$ cat config.mk
export PLATFORM = sky130hd
export DESIGN_NAME = utf8_char_translate_unit
export DESIGN_NICKNAME = d
export VERILOG_FILES = /design/src/rtl/utct_pkg.sv /design/src/rtl/utf8_char_translate_unit.sv /design/src/rtl/utct_table.sv /design/src/rtl/utct_serializer.sv
export SDC_FILE = /design/constraint.sdc
export NUM_CORES = 2
export LEC_CHECK = 0
export ABC_CLOCK_PERIOD_IN_PS = 9600
export BUFFER_PORTS_ARGS = -buffer_cell sky130_fd_sc_hd__buf_2
export CAP_MARGIN = 10
export CORE_ASPECT_RATIO = 0.75
export CORE_MARGIN = 4
export CORE_UTILIZATION = 65
export CTS_BUF_LIST = sky130_fd_sc_hd__clkbuf_2 sky130_fd_sc_hd__clkbuf_4 sky130_fd_sc_hd__clkbuf_8
export DETAILED_ROUTE_END_ITERATION = 10
export PLACE_DENSITY = 0.86
export SETUP_SLACK_MARGIN = 0.15
export SLEW_MARGIN = 20
export SYNTH_ARGS = -nofsm -noshare
export SYNTH_HDL_FRONTEND = slang
export SYNTH_HIERARCHICAL = 1
export SYNTH_SLANG_ARGS = --single-unit
$ cat constraint.sdc
create_clock -name aclk -period 9.6 [get_ports aclk]
set_clock_uncertainty 0.1 [all_clocks]
set_input_delay 0.96 -clock aclk [delete_from_list [all_inputs] [get_ports aclk]]
set_output_delay 0.96 -clock aclk [all_outputs]
set_load 0.01 [all_outputs]
$ cat src/rtl/utct_pkg.sv
// Shared types, constants and helper functions for the UTF-8 character translator.
`default_nettype none

package utct_pkg;

    localparam int TABLE_ENTRIES = 16;
    localparam int TBL_IDX_W     = (TABLE_ENTRIES > 1) ? $clog2(TABLE_ENTRIES) : 1;
    localparam int TBL_CNT_W     = $clog2(TABLE_ENTRIES + 1);

    typedef enum logic [1:0] {
        MODE_DATA  = 2'd0,
        MODE_LOAD  = 2'd1,
        MODE_CLEAR = 2'd2,
        MODE_NONE  = 2'd3
    } mode_t;

    // One group of result bytes produced by a single request
    typedef struct packed {
        logic [31:0] bytes;
        logic [2:0]  count;
        logic        str_last;
        logic        full;
    } grp_t;

    // Table update command
    typedef struct packed {
        logic        load;
        logic        clear;
        logic [31:0] pattern;
        logic [2:0]  pattern_len;
        logic [31:0] replace;
        logic [2:0]  replace_len;
    } tbl_wr_t;

    function automatic logic [2:0] lead_length(input logic [7:0] b);
        logic [2:0] len;
        if (b < 8'hC0) begin
            len = 3'd1;
        end else if (b < 8'hE0) begin
            len = 3'd2;
        end else if (b < 8'hF0) begin
            len = 3'd3;
        end else if (b < 8'hF8) begin
            len = 3'd4;
        end else begin
            len = 3'd1;
        end
        return len;
    endfunction

    function automatic logic [2:0] clamp_len(input logic [2:0] n);
        logic [2:0] len;
        if (n == 3'd0) begin
            len = 3'd1;
        end else if (n > 3'd4) begin
            len = 3'd4;
        end else begin
            len = n;
        end
        return len;
    endfunction

    function automatic logic [31:0] mask_bytes(input logic [31:0] v, input logic [2:0] n);
        logic [31:0] r;
        case (n)
            3'd1: r = {24'd0, v[7:0]};
            3'd2: r = {16'd0, v[15:0]};
            3'd3: r = {8'd0, v[23:0]};
            default: r = v;
        endcase
        return r;
    endfunction

endpackage

`default_nettype wire

$ cat src/rtl/utf8_char_translate_unit.sv
// Top level of the UTF-8 character translator: request register, character gathering, control.
// A request is registered; any result it yields then loads the output group register.
// Throughput: one request per cycle while m_ready is high and each yields at most one byte.
// A request's result group holds the output group register until its last byte is taken.
// Reset (aresetn low, synchronous) empties the request and result registers, drops any
// partly gathered character and sets the table count to zero; table contents are kept.
`default_nettype none

module utf8_char_translate_unit (
    input  wire logic        aclk,
    input  wire logic        aresetn,
    input  wire logic        s_valid,
    output logic             s_ready,
    input  wire logic [1:0]  s_mode,
    input  wire logic [7:0]  s_data_byte,
    input  wire logic        s_string_last,
    input  wire logic [31:0] s_pattern_char,
    input  wire logic [2:0]  s_pattern_len,
    input  wire logic [31:0] s_replace_char,
    input  wire logic [2:0]  s_replace_len,
    output logic             m_valid,
    input  wire logic        m_ready,
    output logic [7:0]       m_out_byte,
    output logic             m_run_last,
    output logic             m_string_end,
    output logic             m_table_full
);

    logic        in_valid_reg;
    logic [1:0]  mode_reg;
    logic [7:0]  data_reg;
    logic        last_reg;
    logic [31:0] pat_reg;
    logic [2:0]  pat_len_reg;
    logic [31:0] rep_reg;
    logic [2:0]  rep_len_reg;

    logic [23:0] pending_reg, pending_next;
    logic [1:0]  held_reg, held_next;
    logic [2:0]  expected_reg, expected_next;

    utct_pkg::mode_t   mode;
    utct_pkg::grp_t    grp;
    utct_pkg::tbl_wr_t wr;
    logic              produce;
    logic              advance;
    logic              grp_free;
    logic [2:0]        expected;
    logic [31:0]       ch;
    logic [2:0]        n;
    logic [2:0]        plen;
    logic [2:0]        rlen;
    logic [31:0]       pat_m;
    logic [31:0]       rep_m;
    logic [31:0]       key_char;
    logic [2:0]        key_len;
    logic              hit;
    logic [31:0]       hit_replace;
    logic [2:0]        hit_replace_len;
    logic              tbl_full;

    assign mode    = utct_pkg::mode_t'(mode_reg);
    assign advance = in_valid_reg && grp_free;
    assign s_ready = !in_valid_reg || advance;

    always_ff @(posedge aclk) begin
        if (!aresetn) begin
            in_valid_reg <= 1'b0;
        end else if (s_ready) begin
            in_valid_reg <= s_valid;
        end
    end

    always_ff @(posedge aclk) begin
        if (s_valid && s_ready) begin
            mode_reg    <= s_mode;
            data_reg    <= s_data_byte;
            last_reg    <= s_string_last;
            pat_reg     <= s_pattern_char;
            pat_len_reg <= s_pattern_len;
            rep_reg     <= s_replace_char;
            rep_len_reg <= s_replace_len;
        end
    end

    assign expected = (held_reg == 2'd0) ? utct_pkg::lead_length(data_reg) : expected_reg;
    assign ch       = {8'd0, pending_reg} | ({24'd0, data_reg} << {held_reg, 3'b000});
    assign n        = {1'b0, held_reg} + 3'd1;
    assign plen     = utct_pkg::clamp_len(pat_len_reg);
    assign rlen     = utct_pkg::clamp_len(rep_len_reg);
    assign pat_m    = utct_pkg::mask_bytes(pat_reg, plen);
    assign rep_m    = utct_pkg::mask_bytes(rep_reg, rlen);
    assign key_char = (mode == utct_pkg::MODE_LOAD) ? pat_m : ch;
    assign key_len  = (mode == utct_pkg::MODE_LOAD) ? plen : n;

    utct_table u_table (
        .aclk            (aclk),
        .aresetn         (aresetn),
        .key_char        (key_char),
        .key_len         (key_len),
        .wr              (wr),
        .hit             (hit),
        .hit_replace     (hit_replace),
        .hit_replace_len (hit_replace_len),
        .full            (tbl_full)
    );

    always_comb begin
        pending_next  = pending_reg;
        held_next     = held_reg;
        expected_next = expected_reg;
        produce       = 1'b0;
        grp           = '0;
        wr            = '0;
        wr.pattern     = pat_m;
        wr.pattern_len = plen;
        wr.replace     = rep_m;
        wr.replace_len = rlen;
        case (mode)
            utct_pkg::MODE_DATA: begin
                if (n < expected && !last_reg) begin
                    pending_next  = ch[23:0];
                    held_next     = n[1:0];
                    expected_next = expected;
                end else begin
                    pending_next  = '0;
                    held_next     = '0;
                    expected_next = '0;
                    produce       = 1'b1;
                    grp.str_last  = last_reg;
                    if (n >= expected && hit) begin
                        grp.bytes = hit_replace;
                        grp.count = hit_replace_len;
                    end else begin
                        grp.bytes = ch;
                        grp.count = n;
                    end
                end
            end
            utct_pkg::MODE_LOAD: begin
                if (!hit) begin
                    if (tbl_full) begin
                        produce   = 1'b1;
                        grp.count = 3'd1;
                        grp.full  = 1'b1;
                    end else begin
                        wr.load = 1'b1;
                    end
                end
            end
            utct_pkg::MODE_CLEAR: begin
                wr.clear = 1'b1;
            end
            default: begin
            end
        endcase
        if (!advance) begin
            wr.load  = 1'b0;
            wr.clear = 1'b0;
            produce  = 1'b0;
        end
    end

    always_ff @(posedge aclk) begin
        if (!aresetn) begin
            pending_reg  <= '0;
            held_reg     <= '0;
            expected_reg <= '0;
        end else if (advance) begin
            pending_reg  <= pending_next;
            held_reg     <= held_next;
            expected_reg <= expected_next;
        end
    end

    utct_serializer u_serializer (
        .aclk         (aclk),
        .aresetn      (aresetn),
        .load         (produce),
        .grp_in       (grp),
        .grp_free     (grp_free),
        .m_valid      (m_valid),
        .m_ready      (m_ready),
        .m_out_byte   (m_out_byte),
        .m_run_last   (m_run_last),
        .m_string_end (m_string_end),
        .m_table_full (m_table_full)
    );

    a_partial_short: assert property (@(posedge aclk) disable iff (!aresetn)
        (held_reg != 2'd0) |-> ({1'b0, held_reg} < expected_reg))
        else $error("gathered bytes reach expected length");

    a_request_held: assert property (@(posedge aclk) disable iff (!aresetn)
        (in_valid_reg && !advance) |=> in_valid_reg)
        else $error("pending request lost");

endmodule

`default_nettype wire

$ cat src/rtl/utct_table.sv
// Mapping table: entry storage, parallel first-match lookup and fill count.
`default_nettype none

module utct_table (
    input  wire logic                  aclk,
    input  wire logic                  aresetn,
    input  wire logic [31:0]           key_char,
    input  wire logic [2:0]            key_len,
    input  wire utct_pkg::tbl_wr_t     wr,
    output logic                       hit,
    output logic [31:0]                hit_replace,
    output logic [2:0]                 hit_replace_len,
    output logic                       full
);

    localparam int N     = utct_pkg::TABLE_ENTRIES;
    localparam int IDX_W = utct_pkg::TBL_IDX_W;
    localparam int CNT_W = utct_pkg::TBL_CNT_W;

    logic [31:0]      pat_reg     [N];
    logic [2:0]       pat_len_reg [N];
    logic [31:0]      rep_reg     [N];
    logic [2:0]       rep_len_reg [N];
    logic [CNT_W-1:0] count_reg;
    logic [CNT_W-1:0] count_next;
    logic [N-1:0]     match;
    logic [IDX_W-1:0] sel;
    logic [IDX_W-1:0] wr_idx;

    assign wr_idx = count_reg[IDX_W-1:0];
    assign full   = (count_reg >= CNT_W'(N));

    always_comb begin
        for (int i = 0; i < N; i++) begin
            match[i] = (CNT_W'(i) < count_reg) && (pat_len_reg[i] == key_len)
                       && (pat_reg[i] == key_char);
        end
    end

    // lowest index wins
    always_comb begin
        sel = '0;
        for (int i = N - 1; i >= 0; i--) begin
            if (match[i]) begin
                sel = IDX_W'(i);
            end
        end
    end

    assign hit             = |match;
    assign hit_replace     = rep_reg[sel];
    assign hit_replace_len = rep_len_reg[sel];

    always_comb begin
        count_next = count_reg;
        if (wr.clear) begin
            count_next = '0;
        end else if (wr.load && !full) begin
            count_next = count_reg + CNT_W'(1);
        end
    end

    always_ff @(posedge aclk) begin
        if (!aresetn) begin
            count_reg <= '0;
        end else begin
            count_reg <= count_next;
        end
    end

    always_ff @(posedge aclk) begin
        if (wr.load && !wr.clear && !full) begin
            pat_reg[wr_idx]     <= wr.pattern;
            pat_len_reg[wr_idx] <= wr.pattern_len;
            rep_reg[wr_idx]     <= wr.replace;
            rep_len_reg[wr_idx] <= wr.replace_len;
        end
    end

    a_count_bound: assert property (@(posedge aclk) disable iff (!aresetn)
        count_reg <= CNT_W'(N))
        else $error("table count beyond capacity");

    a_clear_empties: assert property (@(posedge aclk) disable iff (!aresetn)
        wr.clear |=> (count_reg == '0))
        else $error("table not empty after clear");

endmodule

`default_nettype wire

$ cat src/rtl/utct_serializer.sv
// Result group register that sends its bytes out one per cycle while m_ready is high.
`default_nettype none

module utct_serializer (
    input  wire logic              aclk,
    input  wire logic              aresetn,
    input  wire logic              load,
    input  wire utct_pkg::grp_t    grp_in,
    output logic                   grp_free,
    output logic                   m_valid,
    input  wire logic              m_ready,
    output logic [7:0]             m_out_byte,
    output logic                   m_run_last,
    output logic                   m_string_end,
    output logic                   m_table_full
);

    utct_pkg::grp_t grp_reg;
    logic           valid_reg;
    logic [1:0]     idx_reg;
    logic           last_byte;

    assign last_byte    = (({1'b0, idx_reg} + 3'd1) == grp_reg.count);
    assign m_valid      = valid_reg;
    assign m_out_byte   = 8'(grp_reg.bytes >> {idx_reg, 3'b000});
    assign m_run_last   = last_byte;
    assign m_string_end = last_byte && grp_reg.str_last;
    assign m_table_full = grp_reg.full;
    assign grp_free     = !valid_reg || (m_ready && last_byte);

    always_ff @(posedge aclk) begin
        if (!aresetn) begin
            valid_reg <= 1'b0;
            idx_reg   <= '0;
        end else if (load) begin
            valid_reg <= 1'b1;
            idx_reg   <= '0;
        end else if (valid_reg && m_ready) begin
            if (last_byte) begin
                valid_reg <= 1'b0;
            end
            idx_reg <= idx_reg + 2'd1;
        end
    end

    always_ff @(posedge aclk) begin
        if (load) begin
            grp_reg <= grp_in;
        end
    end

    a_idx_in_range: assert property (@(posedge aclk) disable iff (!aresetn)
        valid_reg |-> ({1'b0, idx_reg} < grp_reg.count))
        else $error("byte index past group length");

endmodule

`default_nettype wire
==> metrics <==
status=completed; Inserted Clock Buffers=181; slowest CP cell=a21oi_2; Sw Ratio=23.1%; Pre-antenna DRT Iters=10; most common cell in the netlist=edfxtp_1; asr flop ratio synth=0%; Worst slew margin=14.8%; CP required=9.98 ns; FF+latch count, synth=1,276; Simple-Gate Fraction of Synth Area=7.90%; Post-Route WL=159,000 um; Period Utilization, post-route=87.1%; Hold Path Sink=rep_reg[24]; post-synth top area share=68.0%; Post-Synth XOR/XNOR Area=9.09%; Most used DFF post-synth=edfxtp_1; reg2reg start=held_reg[0]; filler instances=4,850; Int Pwr=0.00853 W; Max Cap Viol=0; Syn Nets=3,602; clock power share=38.7%; Setup CP Type=flip-flop to flip-flop; post-detail-place hpwl=94,000 um; first-pass GRT wire length=223,000 um; worst flop-to-flop path endpoint=u_table/pat_reg[6][22]; Syn Inst Count=3,507; CTS tree=built; Cell variety after synth=82; clock-pin transition on the worst setup and hold timing paths=0.07 ns; Global Route Usage Sum=35.3%; RSZ-0062 raised after global routing=no; Post-CTS Setup Bufs=0; io pins=98; routed len/inst=32.0 um; Worst setup SP type=flip-flop; site row count=91; DRC=0; initial drt markers=6,401; Die Span X=343 um; mux cell area share after synthesis=6.94%; Area Growth Syn to Fin=10.6%; Post-DP Area=56,700 um2; Max Slew Vio Count=0; hold_sp=s_replace_char[24]; post-CTS sizing=0; Psw=0.00257 W; H-tree levels=4; Vias=34,300; critical path arrival=8.74 ns; number of synthesized flops with an enable pin=1,238; Core Box Area=82,800 um2; Die Height=259 um; Hold Path Stages=1; Final Hold Viols=0; worst slew pin tran=1.27 ns; largest net degree at the start of global routing=124; post-route cell area=60,400 um2; classification of the worst-slack hold path=primary input to flip-flop; combinational fraction of design power=5.6%; layout cells sized above 1=18.1%; Setup crit end kind=flip-flop; CP Max Fanout=46; CTS max path bufs=3; Syn Area/Cell=15.6 um2; Synth Area in Compound Gates=4.07%; initial antenna violation count=7; vias in the first global route=32,300; hold_ws=0.173 ns; slowest stage delay, CP=0.91 ns; worst skew pair latency=0.88 ns; Power Density=184 nW/um2; R2R cell count=18; post-route ant nets=0; Max Fclk=120 MHz; IO Port Bufs=97; main combinational cell family by area after synthesis=XOR/XNOR gates; # setup viols final=0; Seq pwr share=55.7%; Leak=19.2 nW; FF-to-FF setup slack=1.24 ns; Ys Warns=6; Max IR drop VDD=0.140 mV; worst-path cell chain=inv_2, nor2_1, a21oi_1, a21oi_2, buf_4, xor2_1, nor3_1, nand4_1, nor4_1, a21oi_1, o311ai_0, or4_1, nor4_1, nor2b_1, nor2b_1, nand2_1, nor2_4, buf_12; Mapped Area=54,600 um2; Synth Area in Adders=0.229%; root buf cell=clkbuf_8; Synth area leaders=edfxtp_1 68%, xor2_1 5.7%, mux2i_1 5.1%, xnor2_1 3.4%, nor4_1 1.8%; Starting Density=66.0%; hold buffer count at cts=0; Num Clock Sinks=1,276; sequential area share after synthesis=69.4%; post-DR vias/cell=6.91; Final TNS setup=0 ns; crit path time final=8.36 ns; Die ar.=88,800 um2; commonest cells in the netlist=1,238 x edfxtp_1, 357 x xor2_1, 280 x mux2i_1; Nets=3,807; total congestion overflow=0; Synth area leader=edfxtp_1; global placement routability congestion=1.00
==> worst max-delay path: cells and delay by family (launching register included) <==
family	cells	cell delay (ns)
and+or+nand+nor	10	3.99
AOI/OAI and AO/OA	4	1.95
buffers and inverters	3	0.99
DFF	1	0.65
xor gates and xnor gates	1	0.22
==> kinds of logic (layout without fill, tap and decap cells) <==
group                    after synthesis  after routing
flip-flops                          1276           1276
AND/OR/NAND/NOR                      763            763
XOR/XNOR                             567            567
multiplexers                         360            360
AO/OA/AOI/OAI                        327            327
buffers and inverters                204            551
adder cells (fa/ha/maj)               10             10
other                                  0              1
==> cell type report <==
type | instances | area, um2 | area share, %
inverters | 21 | 78.8 | 0.130
well taps | 1116 | 1400 | 2.31
diodes | 1 | 2.50 | 0.00414
multi-input cells | 2027 | 15800 | 26.2
clock buffers | 254 | 3060 | 5.07
repair buffers | 205 | 1600 | 2.64
clock inverters | 71 | 528 | 0.874
flip-flops and latches | 1276 | 37900 | 62.8
==> worst max path at each step <==
stage	from	depth (start not counted)	endpoint
floorplan	pat_len_reg[2]	17	u_table/pat_len_reg[0][0]
global route	held_reg[0]	18	u_table/pat_reg[6][30]
CTS	held_reg[0]	18	u_table/pat_len_reg[14][2]
finish	held_reg[0]	18	u_table/pat_reg[6][22]
global placement	held_reg[0]	18	u_serializer/grp_reg[20]
detailed placement	held_reg[0]	18	u_table/pat_reg[14][10]
==> stage by stage <==
stage	cells	power, W	util [%]	worst slack (ns)
finish	4971	0.0111	73.0	1.24
global route	4971	0.0114	73.0	1.20
CTS	4965	0.0111	72.8	1.69
detailed placement	4640	0.00687	68.5	1.79
global placement	4639	0.00686	68.4	2.10
floorplan	3507	0.00659	-	1.51
==> power groups by stage <==
stage / sequential (W) / clock [W] / combinational [W]
2_1_floorplan: 0.00628 / 0 / 0.000304
3_3_place_gp: 0.00629 / 0 / 0.000564
3_5_place_dp: 0.00630 / 0 / 0.000577
4_1_cts: 0.00618 / 0.00431 / 0.000580
5_1_grt: 0.00618 / 0.00458 / 0.000625
6_report: 0.00618 / 0.00429 / 0.000624
==> placed cells by master, fill, tap and decap left out, types with 19 or more instances in the layout <==
cell type  count
nand2b_1      19
a22oi_1       35
nand2_1      129
mux2i_1      280
buf_2         97
clkbuf_8     185
edfxtp_1    1238
mux2_2        72
clkbuf_4      69
xnor2_1      210
clkinv_1      41
a21oi_1       60
o21ai_1       71
dfxtp_1       38
and2_1        31
nand4_1       96
a211oi_2      20
xor2_1       357
buf_12        19
a21oi_2       31
nor2_1        93
o221ai_1      35
nand3_1       38
buf_4         85
nor3_1        56
nor4_1       154
==> routing by layer <==
layer  vias to the layer above  global-route usage [%]  routed length [um]  share of wire (%)
met5                         -                   0.493                 176               0.11
met4                        12                    12.6                5980                3.8
met3                       490                    16.4               29400                 18
met2                      3151                    47.5               64700                 41
met1                     16800                    50.8               58700                 37
li1                      13900                       -                   -                  -
(Power assumes the default switching activity.)
